$ cat config.mk
export PLATFORM = sky130hd
export DESIGN_NAME = activity_break_reminder_timer_core_flat
export DESIGN_NICKNAME = d
export VERILOG_FILES = /design/src/sv/abrt_pkg.sv /design/src/sv/abrt_if.sv /design/src/sv/activity_break_reminder_timer_core.sv /design/src/flat_wrapper.sv
export VERILOG_INCLUDE_DIRS = /design/src /design/src/sv
export SDC_FILE = /design/constraint.sdc
export NUM_CORES = 2
export LEC_CHECK = 0
export BUFFER_PORTS_ARGS = -buffer_cell sky130_fd_sc_hd__buf_4
export CAP_MARGIN = 25
export CELL_PAD_IN_SITES_DETAIL_PLACEMENT = 1
export CELL_PAD_IN_SITES_GLOBAL_PLACEMENT = 1
export CORE_MARGIN = 4
export CORE_UTILIZATION = 47
export CTS_BUF_LIST = sky130_fd_sc_hd__clkbuf_4
export DETAILED_ROUTE_END_ITERATION = 10
export HOLD_SLACK_MARGIN = 0.08
export PLACE_DENSITY_LB_ADDON = 0.1
export SLEW_MARGIN = 20
export SYNTH_ARGS = -nofsm -noshare
export SYNTH_HDL_FRONTEND = slang
export SYNTH_SLANG_ARGS = --single-unit
$ cat constraint.sdc
create_clock -name clk -period 12.8 [get_ports clk]
set_input_delay 0.64 -clock clk [delete_from_list [all_inputs] [get_ports clk]]
set_output_delay 0.64 -clock clk [all_outputs]
set_load 0.03 [all_outputs]
$ cat src/sv/activity_break_reminder_timer_core_assert.svh
// Assertion macros for the activity break reminder timer.
// Expects clk and rst to be visible where a macro is used.
`ifndef ACTIVITY_BREAK_REMINDER_TIMER_CORE_ASSERT_SVH
`define ACTIVITY_BREAK_REMINDER_TIMER_CORE_ASSERT_SVH

// Checks an implication, clocked on clk and switched off during reset.
`define ABRT_ASSERT(label, prop, msg) \
  label: assert property (@(posedge clk) disable iff (rst) prop) else $error(msg);

// Checks an implication that must also hold while reset is high.
`define ABRT_ASSERT_ALWAYS(label, prop, msg) \
  label: assert property (@(posedge clk) prop) else $error(msg);

`endif

$ cat src/sv/abrt_pkg.sv
// Package for the activity break reminder timer.
// Holds widths, command, mode and event codes, and configuration defaults.
package abrt_pkg;

  localparam int TimeWidth = 32;
  localparam int FuncWidth = 3;
  localparam int CodeWidth = 2;
  localparam int CfgIdxWidth = 2;

  typedef logic [TimeWidth-1:0] time_t;
  typedef logic [FuncWidth-1:0] func_t;
  typedef logic [CodeWidth-1:0] code_t;
  typedef logic [CfgIdxWidth-1:0] cfg_idx_t;

  localparam func_t FUNC_TICK   = 3'd0;
  localparam func_t FUNC_PAUSE  = 3'd1;
  localparam func_t FUNC_RESET  = 3'd2;
  localparam func_t FUNC_SNOOZE = 3'd3;
  localparam func_t FUNC_REST   = 3'd4;

  localparam code_t MODE_WORK  = 2'd0;
  localparam code_t MODE_PAUSE = 2'd1;
  localparam code_t MODE_REST  = 2'd2;

  localparam code_t EV_NONE       = 2'd0;
  localparam code_t EV_REST_DONE  = 2'd1;
  localparam code_t EV_IDLE_RESET = 2'd2;
  localparam code_t EV_REMIND     = 2'd3;

  localparam cfg_idx_t CFG_WORK_INTERVAL  = 2'd0;
  localparam cfg_idx_t CFG_IDLE_THRESHOLD = 2'd1;
  localparam cfg_idx_t CFG_REST_DURATION  = 2'd2;
  localparam cfg_idx_t CFG_IDLE_RESET     = 2'd3;

  localparam time_t WORK_INTERVAL_RST  = time_t'(1200000);
  localparam time_t IDLE_THRESHOLD_RST = time_t'(60000);
  localparam time_t REST_DURATION_RST  = time_t'(20000);
  localparam time_t IDLE_RESET_RST     = time_t'(300000);

  localparam time_t TIME_ONE  = time_t'(1);
  localparam time_t TIME_ZERO = time_t'(0);

  function automatic time_t sub_floor(time_t a, time_t b);
    return (b >= a) ? TIME_ZERO : a - b;
  endfunction

endpackage

$ cat src/sv/abrt_if.sv
// Request and result channel interfaces of the activity break reminder timer.
// Depends on abrt_pkg for the payload types.
interface abrt_cmd_if;
  import abrt_pkg::*;
  logic  valid;
  logic  ready;
  func_t func;
  time_t elapsed;
  time_t idle_time;
  time_t snooze_length;
  modport source (output valid, func, elapsed, idle_time, snooze_length, input ready);
  modport sink (input valid, func, elapsed, idle_time, snooze_length, output ready);
endinterface

interface abrt_res_if;
  import abrt_pkg::*;
  logic  valid;
  logic  ready;
  code_t event_res;
  code_t mode;
  time_t active_total;
  time_t work_left;
  time_t rest_left;
  time_t snooze_left;
  logic  snoozing;
  logic  usage_active;
  modport source (output valid, event_res, mode, active_total, work_left, rest_left,
                  snooze_left, snoozing, usage_active, input ready);
  modport sink (input valid, event_res, mode, active_total, work_left, rest_left,
                snooze_left, snoozing, usage_active, output ready);
endinterface

$ cat src/sv/activity_break_reminder_timer_core.sv
// Top level of the activity break reminder timer.
// Depends on abrt_pkg, abrt_if.sv and activity_break_reminder_timer_core_assert.svh.

// Each request is one command and yields exactly one result in the next cycle. The
// whole command is evaluated combinationally between the request handshake and
// the result register, so a new request is taken every cycle as long as the
// result register is empty or its result is taken in the same cycle. Configuration
// writes are registered and apply to the next request.
`include "activity_break_reminder_timer_core_assert.svh"

module activity_break_reminder_timer_core (
  input  logic                clk,
  input  logic                rst,
  abrt_cmd_if.sink            cmd,
  abrt_res_if.source          res,
  input  logic                cfg_we,
  input  abrt_pkg::cfg_idx_t  cfg_index,
  input  abrt_pkg::time_t     cfg_data
);
  import abrt_pkg::*;

  time_t work_span;
  time_t away_level;
  time_t break_len;
  time_t clear_level;

  code_t run_mode;
  time_t active_accum;
  time_t rest_countdown;
  time_t snooze_countdown;
  logic  reminder_done;
  logic  idle_clear_done;

  code_t run_mode_next;
  time_t active_accum_next;
  time_t rest_countdown_next;
  time_t snooze_countdown_next;
  logic  reminder_done_next;
  logic  idle_clear_done_next;
  code_t event_next;

  time_t eff_work;
  time_t eff_rest;
  time_t eff_idle_reset;
  time_t rest_sub;
  time_t snooze_sub;
  time_t accum_sum;
  logic  accum_sat;
  logic  accept;

  assign accept = cmd.valid && cmd.ready;
  assign cmd.ready = !res.valid || res.ready;

  assign eff_work = (work_span < TIME_ONE) ? TIME_ONE : work_span;
  assign eff_rest = (break_len < TIME_ONE) ? TIME_ONE : break_len;
  assign eff_idle_reset = (clear_level < away_level) ? away_level : clear_level;
  assign rest_sub = sub_floor(rest_countdown, cmd.elapsed);
  assign snooze_sub = sub_floor(snooze_countdown, cmd.elapsed);
  assign accum_sat = (active_accum >= eff_work) ||
                     (cmd.elapsed >= eff_work - active_accum);
  assign accum_sum = active_accum + cmd.elapsed;

  always_comb begin
    run_mode_next = run_mode;
    active_accum_next = active_accum;
    rest_countdown_next = rest_countdown;
    snooze_countdown_next = snooze_countdown;
    reminder_done_next = reminder_done;
    idle_clear_done_next = idle_clear_done;
    event_next = EV_NONE;
    case (cmd.func)
      FUNC_TICK: begin
        if (run_mode == MODE_REST) begin
          rest_countdown_next = rest_sub;
          if (rest_sub == TIME_ZERO) begin
            run_mode_next = MODE_WORK;
            active_accum_next = TIME_ZERO;
            rest_countdown_next = TIME_ZERO;
            snooze_countdown_next = TIME_ZERO;
            reminder_done_next = 1'b0;
            idle_clear_done_next = 1'b0;
            event_next = EV_REST_DONE;
          end
        end else if (cmd.idle_time >= eff_idle_reset) begin
          if (!idle_clear_done) begin
            active_accum_next = TIME_ZERO;
            snooze_countdown_next = TIME_ZERO;
            reminder_done_next = 1'b0;
            idle_clear_done_next = 1'b1;
            event_next = EV_IDLE_RESET;
          end
        end else begin
          idle_clear_done_next = 1'b0;
          if (run_mode == MODE_PAUSE) begin
            event_next = EV_NONE;
          end else if (snooze_countdown != TIME_ZERO) begin
            snooze_countdown_next = snooze_sub;
            if (snooze_sub == TIME_ZERO) begin
              reminder_done_next = 1'b1;
              event_next = EV_REMIND;
            end
          end else begin
            if (cmd.idle_time < away_level) begin
              active_accum_next = accum_sat ? eff_work : accum_sum;
            end
            if ((active_accum_next >= eff_work) && !reminder_done) begin
              reminder_done_next = 1'b1;
              event_next = EV_REMIND;
            end
          end
        end
      end
      FUNC_PAUSE: begin
        if (run_mode != MODE_REST) begin
          run_mode_next = (run_mode == MODE_PAUSE) ? MODE_WORK : MODE_PAUSE;
        end
      end
      FUNC_RESET: begin
        run_mode_next = MODE_WORK;
        active_accum_next = TIME_ZERO;
        rest_countdown_next = TIME_ZERO;
        snooze_countdown_next = TIME_ZERO;
        reminder_done_next = 1'b0;
        idle_clear_done_next = 1'b0;
      end
      FUNC_SNOOZE: begin
        run_mode_next = MODE_WORK;
        snooze_countdown_next = (cmd.snooze_length < TIME_ONE) ? TIME_ONE
                                                               : cmd.snooze_length;
        reminder_done_next = 1'b0;
      end
      FUNC_REST: begin
        run_mode_next = MODE_REST;
        rest_countdown_next = eff_rest;
        snooze_countdown_next = TIME_ZERO;
        reminder_done_next = 1'b0;
      end
      default: begin
        event_next = EV_NONE;
      end
    endcase
  end

  always_ff @(posedge clk) begin
    if (rst) begin
      work_span <= WORK_INTERVAL_RST;
      away_level <= IDLE_THRESHOLD_RST;
      break_len <= REST_DURATION_RST;
      clear_level <= IDLE_RESET_RST;
      run_mode <= MODE_WORK;
      active_accum <= TIME_ZERO;
      rest_countdown <= TIME_ZERO;
      snooze_countdown <= TIME_ZERO;
      reminder_done <= 1'b0;
      idle_clear_done <= 1'b0;
      res.valid <= 1'b0;
    end else begin
      if (cfg_we) begin
        case (cfg_index)
          CFG_WORK_INTERVAL:  work_span <= cfg_data;
          CFG_IDLE_THRESHOLD: away_level <= cfg_data;
          CFG_REST_DURATION:  break_len <= cfg_data;
          CFG_IDLE_RESET:     clear_level <= cfg_data;
          default: ;
        endcase
      end
      if (accept) begin
        run_mode <= run_mode_next;
        active_accum <= active_accum_next;
        rest_countdown <= rest_countdown_next;
        snooze_countdown <= snooze_countdown_next;
        reminder_done <= reminder_done_next;
        idle_clear_done <= idle_clear_done_next;
        res.valid <= 1'b1;
        res.event_res <= event_next;
        res.mode <= run_mode_next;
        res.active_total <= active_accum_next;
        res.work_left <= sub_floor(eff_work, active_accum_next);
        res.rest_left <= rest_countdown_next;
        res.snooze_left <= snooze_countdown_next;
        res.snoozing <= (snooze_countdown_next != TIME_ZERO);
        res.usage_active <= (run_mode_next == MODE_WORK) &&
                            (cmd.idle_time < away_level);
      end else if (res.ready) begin
        res.valid <= 1'b0;
      end
    end
  end

  `ABRT_ASSERT(a_result_follows, (cmd.valid && cmd.ready) |=> res.valid, "request lost")
  `ABRT_ASSERT(a_rest_no_snooze,
    (res.valid && res.mode == MODE_REST) |-> (res.snooze_left == TIME_ZERO && !res.snoozing),
    "snooze active while resting")
  `ABRT_ASSERT(a_rest_done_clear,
    (res.valid && res.event_res == EV_REST_DONE) |->
      (res.mode == MODE_WORK && res.active_total == TIME_ZERO && res.rest_left == TIME_ZERO),
    "rest finished without full clear")
  `ABRT_ASSERT_ALWAYS(a_reset_empty, rst |=> !res.valid, "result pending after reset")

endmodule
$ cat src/flat_wrapper.sv
// flat-port wrapper written by rule: the top's interface ports become plain ports
module activity_break_reminder_timer_core_flat import abrt_pkg::*;
  (clk, rst, cfg_we, cfg_index, cfg_data, cmd_valid, cmd_func, cmd_elapsed, cmd_idle_time, cmd_snooze_length, cmd_ready, res_valid, res_event_res, res_mode, res_active_total, res_work_left, res_rest_left, res_snooze_left, res_snoozing, res_usage_active, res_ready);
  abrt_cmd_if cmd_i ();
  abrt_res_if res_i ();
  input  logic clk;
  input  logic rst;
  input  logic cfg_we;
  input  abrt_pkg::cfg_idx_t cfg_index;
  input  abrt_pkg::time_t cfg_data;
  input wire logic [$bits(cmd_i.valid)-1:0] cmd_valid;
  input wire logic [$bits(cmd_i.func)-1:0] cmd_func;
  input wire logic [$bits(cmd_i.elapsed)-1:0] cmd_elapsed;
  input wire logic [$bits(cmd_i.idle_time)-1:0] cmd_idle_time;
  input wire logic [$bits(cmd_i.snooze_length)-1:0] cmd_snooze_length;
  output wire logic [$bits(cmd_i.ready)-1:0] cmd_ready;
  output wire logic [$bits(res_i.valid)-1:0] res_valid;
  output wire logic [$bits(res_i.event_res)-1:0] res_event_res;
  output wire logic [$bits(res_i.mode)-1:0] res_mode;
  output wire logic [$bits(res_i.active_total)-1:0] res_active_total;
  output wire logic [$bits(res_i.work_left)-1:0] res_work_left;
  output wire logic [$bits(res_i.rest_left)-1:0] res_rest_left;
  output wire logic [$bits(res_i.snooze_left)-1:0] res_snooze_left;
  output wire logic [$bits(res_i.snoozing)-1:0] res_snoozing;
  output wire logic [$bits(res_i.usage_active)-1:0] res_usage_active;
  input wire logic [$bits(res_i.ready)-1:0] res_ready;
  assign cmd_i.valid = cmd_valid;
  assign cmd_i.func = cmd_func;
  assign cmd_i.elapsed = cmd_elapsed;
  assign cmd_i.idle_time = cmd_idle_time;
  assign cmd_i.snooze_length = cmd_snooze_length;
  assign cmd_ready = cmd_i.ready;
  assign res_valid = res_i.valid;
  assign res_event_res = res_i.event_res;
  assign res_mode = res_i.mode;
  assign res_active_total = res_i.active_total;
  assign res_work_left = res_i.work_left;
  assign res_rest_left = res_i.rest_left;
  assign res_snooze_left = res_i.snooze_left;
  assign res_snoozing = res_i.snoozing;
  assign res_usage_active = res_i.usage_active;
  assign res_i.ready = res_ready;
  activity_break_reminder_timer_core u_core (.clk(clk), .rst(rst), .cmd(cmd_i), .res(res_i), .cfg_we(cfg_we), .cfg_index(cfg_index), .cfg_data(cfg_data));
endmodule
======== Word-level counts from Yosys, hierarchy flattened ========
Cells that the tools add are included.
word-level totals
  logic and storage cells ................. 136
  memory bits (writable) .................. 0
  output and inout bits ................... 136
  latch bits .............................. 0
  memories ................................ 0
  input bits .............................. 138
  ROM bits ................................ 0
  register bits ........................... 363
cells by class
  multiply operators ...................... 0
  bitwise logic cells ..................... 1
  magnitude comparators ................... 12
  multiplexer cells ....................... 57
  divide/modulo/power cells ............... 0
  add/sub/neg operators ................... 5
  equal/unequal tests ..................... 15
  reduce and logical (&&, ||, !) cells .... 27
  shift-type cells ........................ 0
operators by type and width
  cell                 count
  $mux 32              27
  $ge 32x32->1         7
  $pmux 32 s3          2
  $sub 32x32->32       4
  $lt 32x1->1 const B  3
  $logic_not 32->1     2
  $lt 32x32->1         2
  $pmux 32 s2          1
  $reduce_bool 32->1   2
  $add 32x32->32       1
  $mux 2               10
  $mux 1               14
  $reduce_and 2->1     5
  $pmux 2 s4           1
  $reduce_and 7->1     1
  $eq 2x2->1 const B   3
  $eq 3x2->1 const B   2
  $reduce_bool 2->1    3
  $ne 5x1->1 const B   1
  $ne 5x3->1 const B   1
  $eq 2x1->1 const B   2
  $logic_not 2->1      2
  $ne 4x2->1 const B   1
  $ne 4x4->1 const B   1
  13 further kinds     19

======== Depth between registers and ports, before layout ========
  word-level depth ........................ 20
  depth in mapped cells ................... 50
  mapped depth without buffers ............ 47

======== Least setup slack after synthesis ========
OpenSTA, ideal clock, no wires.
  path type ............................... flip-flop to flip-flop
  start ................................... register u_core.work_span[1]
  end ..................................... register u_core.res.work_left[31] (data pin)
  stages on the path, launching flop included .. 51
  library setup time ...................... 0.260 ns
  arrival ................................. 8.874 ns
  required time ........................... 12.540 ns
  buffers on the path ..................... 4
  path slack .............................. 3.666 ns
  period minus slack after synthesis ...... 9.134 ns
  cells stage by stage .................... dfxtp_1 buf_1 nor4_1 nand4_1 o21bai_1 inv_1 ha_1 a21boi_0 o21ai_0 a31oi_1 o21ai_0 o211a_1 o21ai_0 o2111ai_1 a31oi_1 o41ai_1 a311oi_1 o311ai_0 [15 not listed] o21ai_0 nand2_1 a21oi_1 a21oi_1 ha_1 a21oi_1 o21bai_1 a21oi_1 o21ai_0 nand2_1 nand2_1 a221oi_1 nor2_1 o41ai_1 and2_1 buf_2 nor2_1 mux2_2
between the ends
  cells in the longest elaborated chain, start to end .. 18
  elaborated cells on any way between the ends .. 20
  those cells by class .................... 2 x add/sub; 4 x order compare; 13 x mux; 1 x reduce/logical
RTL lines
  item                                            RTL line                                   RTL
  start, declared                                 activity_break_reminder_timer_core.sv:22   time_t work_span;
  start signal, assigned                          activity_break_reminder_timer_core.sv:160  CFG_WORK_INTERVAL: work_span <= cfg_data;
  $lt 32x1->1                                     activity_break_reminder_timer_core.sv:54   assign eff_work = (work_span < TIME_ONE) ? TIME_ONE : work_span;
  $mux 32 (*)                                     activity_break_reminder_timer_core.sv:54
  $sub 32x32->32                                  activity_break_reminder_timer_core.sv:60   (cmd.elapsed >= eff_work - active_accum);
  $ge 32x32->1                                    activity_break_reminder_timer_core.sv:60
  $logic_or 1x1->1                                activity_break_reminder_timer_core.sv:59   assign accum_sat = (active_accum >= eff_work) ||
  $mux 32                                         activity_break_reminder_timer_core.sv:104  active_accum_next = accum_sat ? eff_work : accum_sum;
  $mux 32                                         activity_break_reminder_timer_core.sv:103  if (cmd.idle_time < away_level) begin
  $mux 32                                         activity_break_reminder_timer_core.sv:96   end else if (snooze_countdown != TIME_ZERO) begin
  [2 not listed]                                  --
  $mux 32                                         activity_break_reminder_timer_core.sv:73   if (run_mode == MODE_REST) begin
  $mux 32                                         activity_break_reminder_timer_core.sv:71   case (cmd.func)
  $mux 32                                         activity_break_reminder_timer_core.sv:96
  $mux 32                                         activity_break_reminder_timer_core.sv:94   if (run_mode == MODE_PAUSE) begin
  $mux 32                                         activity_break_reminder_timer_core.sv:84   end else if (cmd.idle_time >= eff_idle_reset) begin
  $mux 32                                         activity_break_reminder_timer_core.sv:73
  $pmux 32 s2                                     activity_break_reminder_timer_core.sv:71
  $sub 32x32->32 or $ge 32x32->1 (tied branches)  abrt_pkg.sv:44                             return (b >= a) ? TIME_ZERO : a - b;
  end signal, assigned                            activity_break_reminder_timer_core.sv:178  res.work_left <= sub_floor(eff_work, active_accum_next);
  end, declared                                   abrt_if.sv:27                              modport source (output valid, event_res, mode, active_total, work_left, rest_left,
Every way passes the cells marked *; elsewhere a longest branch is shown, timed or not. The select of a mux whose other input is x is not followed.
A chain may end at the register's enable or synchronous reset.

======== Worst setup path after layout ========
  start ................................... register u_core.work_span[1]
  end ..................................... register u_core.res.work_left[8] (data pin)
Same word-level chain as after synthesis.

==> reports/metrics.yaml <==
status: "finished, final reports clean"
arrival_ns: 12.09
nets: 4393
yosys.area.top_type: "dfxtp_1"
critical_path_class: "reg2reg"
synth_flop_cell: "dfxtp_1"
area_growth_pct: 15.8
final_core_util_pct: 55.3
core_um2: 60700
cts_tree: "done"
design_area_um2: 33500
fmax_mhz: 87.5
cts_buffers: 106
yosys_warnings: 0
via_per_inst: 6.46
drive_above_1_share_pct: 13.8
firstDrtPassIters: 7
placed_area_um2: 31600
gp_congestion: 0.979
critPathMaxStageDelay_ns: 0.76
async_flop_share_pct: 0
min_period_over_period_pct: 89.2
via_count: 31086
holdPathStages: 3
grt_pass1_vias: 31879
rsz0062_at_grt: "false"
tightest_slew_ns: 1.12
ios: 274
grtUsageTotal_pct: 38.0
min_path_type: "in2reg"
synth.cell_area_um2: 29000
synth_cell_types: 97
synth.top_cell.area_share_pct: 15.8
final_cell_mix: "nand2_1, a21oi_1, ha_1, buf_4, nor2_1"
syn_nets: 4106
final_common_cell: "nand2_1"
finalHoldViolations: 0
synth.area.top_cells: "dfxtp_1, edfxtp_1, ha_1, a21oi_1, nand2_1"
slew_headroom_pct: 24.9
max_cap_violations: 0
grt_pass1_wl_um: 195000
die_area_um2: 65700
cts_resized: 0
drc_errors: 0
dpl.hpwl_um: 98600
clkSinkCount: 363
grt_max_degree: 94
syn_avg_cell_area_um2: 7.94
antenna_left: 0
cp-start-kind: "flop"
crit_top_cell: "o21ai_0"
setup_tns_ns: 0
hold_buffers: 50
clk_pin_slew_ns: 0.08
clock-root-buffer: "clkbuf_4"
drt_iter0_drc: 2605
std_cell_rows: 90
clock_skew_ns: 0.0714
ir_drop_uv: 87.0
powerDensity_nw_per_um2: 106
critPathSlowestCell: "o41ai_1"
routed_wl_um: 130000
report.final.slew_viol_count: 0
h-tree-depth: 3
yosys_register_bits: 363
whs_ns: 0.138
ff2ff_path_depth: 47
die_w_um: 256
yosysSeqAreaShare_pct: 29.7
setup_violations: 0
postCtsSetupBuffers: 0
crit_required_ns: 13.46
crit_path_max_fanout: 22
io_buffers: 273
endpoint_kind: "flop"
clkLatencyLatePin_ns: 0.93
synthCells: 3649
start_util_pct: 47.7
max-clock-path-buffers: 3
wl_per_cell_um: 27.1
leakagePower_nw: 14.6
antenna_found_initial: 7
die_h_um: 256
grt_overflow: 0
synth_edf_count: 134
min_period_ns: 11.42
power.total_mw: 3.56
-- cells in the mapped netlist, types with 73 or more instances --
| cell type | n |
|---|---|
| a211oi_1 | 74 |
| a21o_1 | 108 |
| a21oi_1 | 381 |
| clkbuf_1 | 163 |
| dfxtp_1 | 229 |
| edfxtp_1 | 134 |
| ha_1 | 316 |
| inv_1 | 248 |
| nand2_1 | 488 |
| nand3_1 | 92 |
| nor2_1 | 274 |
| o21ai_0 | 187 |
| xnor2_1 | 73 |
-- worst max-delay path: cells and delay by family (launching register included) --
family / cells / cell delay (ns)
AOI/OAI and AO/OA: 27 / 6.29
and+or+nand+nor: 12 / 2.23
buffers and inverters: 4 / 1.08
adders and majority gates: 3 / 0.90
DFF: 1 / 0.52
xor gates and xnor gates: 1 / 0.14
-- kinds of logic (layout without fill, tap and decap cells) --
| family | after synthesis | after routing | synth area share, % |
|---|---|---|---|
| and+or+nand+nor | 1227 | 1227 | 19.6 |
| AOI/OAI and AO/OA | 1144 | 1144 | 26.0 |
| buffers and inverters | 435 | 812 | 5.75 |
| DFF | 363 | 363 | 29.7 |
| adders and majority gates | 323 | 323 | 14.0 |
| xor gates and xnor gates | 114 | 114 | 3.45 |
| muxes | 43 | 43 | 1.56 |
| other | 0 | 5 | 0 |
-- routing by layer --
| layer | track usage, % | wire length, um | part of all wire [%] | up-vias |
|---|---|---|---|---|
| met4 | 18.4 | 7090 | 5.4 | 6 |
| met1 | 48.1 | 53000 | 41 | 15259 |
| met2 | 61.6 | 59100 | 45 | 1426 |
| met5 | 0 | 42 | 0.032 | - |
| li1 | - | - | - | 14023 |
| met3 | 8.32 | 11000 | 8.5 | 372 |
-- layout make-up --
| type | count | area (um^2) |
|---|---|---|
| flip-flops and latches | 363 | 8610 |
| inverters | 250 | 943 |
| repair buffers | 364 | 2880 |
| clock buffers | 158 | 1190 |
| well taps | 782 | 978 |
| multi-input cells | 2851 | 18800 |
| diodes | 5 | 12.5 |
| fillers | 7422 | 27200 |
| clock inverters | 40 | 178 |
-- report_power, final --
| group | total, mW | internal [mW] | switching [mW] |
|---|---|---|---|
| logic | 1.10 | 0.388 | 0.713 |
| clock network | 1.16 | 0.569 | 0.591 |
| registers | 1.30 | 1.26 | 0.0489 |
| total | 3.56 | 2.21 | 1.35 |
-- stage by stage --
step / instances / setup WS [ns]
global route: 4813 / 0.433
finish: 4813 / 1.38
floorplan: 3649 / 3.67
global placement: 4556 / 1.94
CTS: 4805 / 1.47
detailed placement: 4557 / 1.58
-- final timing paths --
kind	from	endpoint	slack (ns)
worst max-delay path	u_core.work_span[1]$_SDFFE_PP0P_	u_core.res.work_left[8]$_SDFFCE_PP0P_	1.38
worst min-delay path	cmd_func[1]	u_core.reminder_done$_SDFFE_PP0P_	0.14
worst max register to register	u_core.work_span[1]$_SDFFE_PP0P_	u_core.res.work_left[8]$_SDFFCE_PP0P_	1.38
worst min register to register	u_core.break_len[0]$_SDFFE_PP0P_	u_core.break_len[0]$_SDFFE_PP0P_	0.48
(Power assumes the default switching activity.)
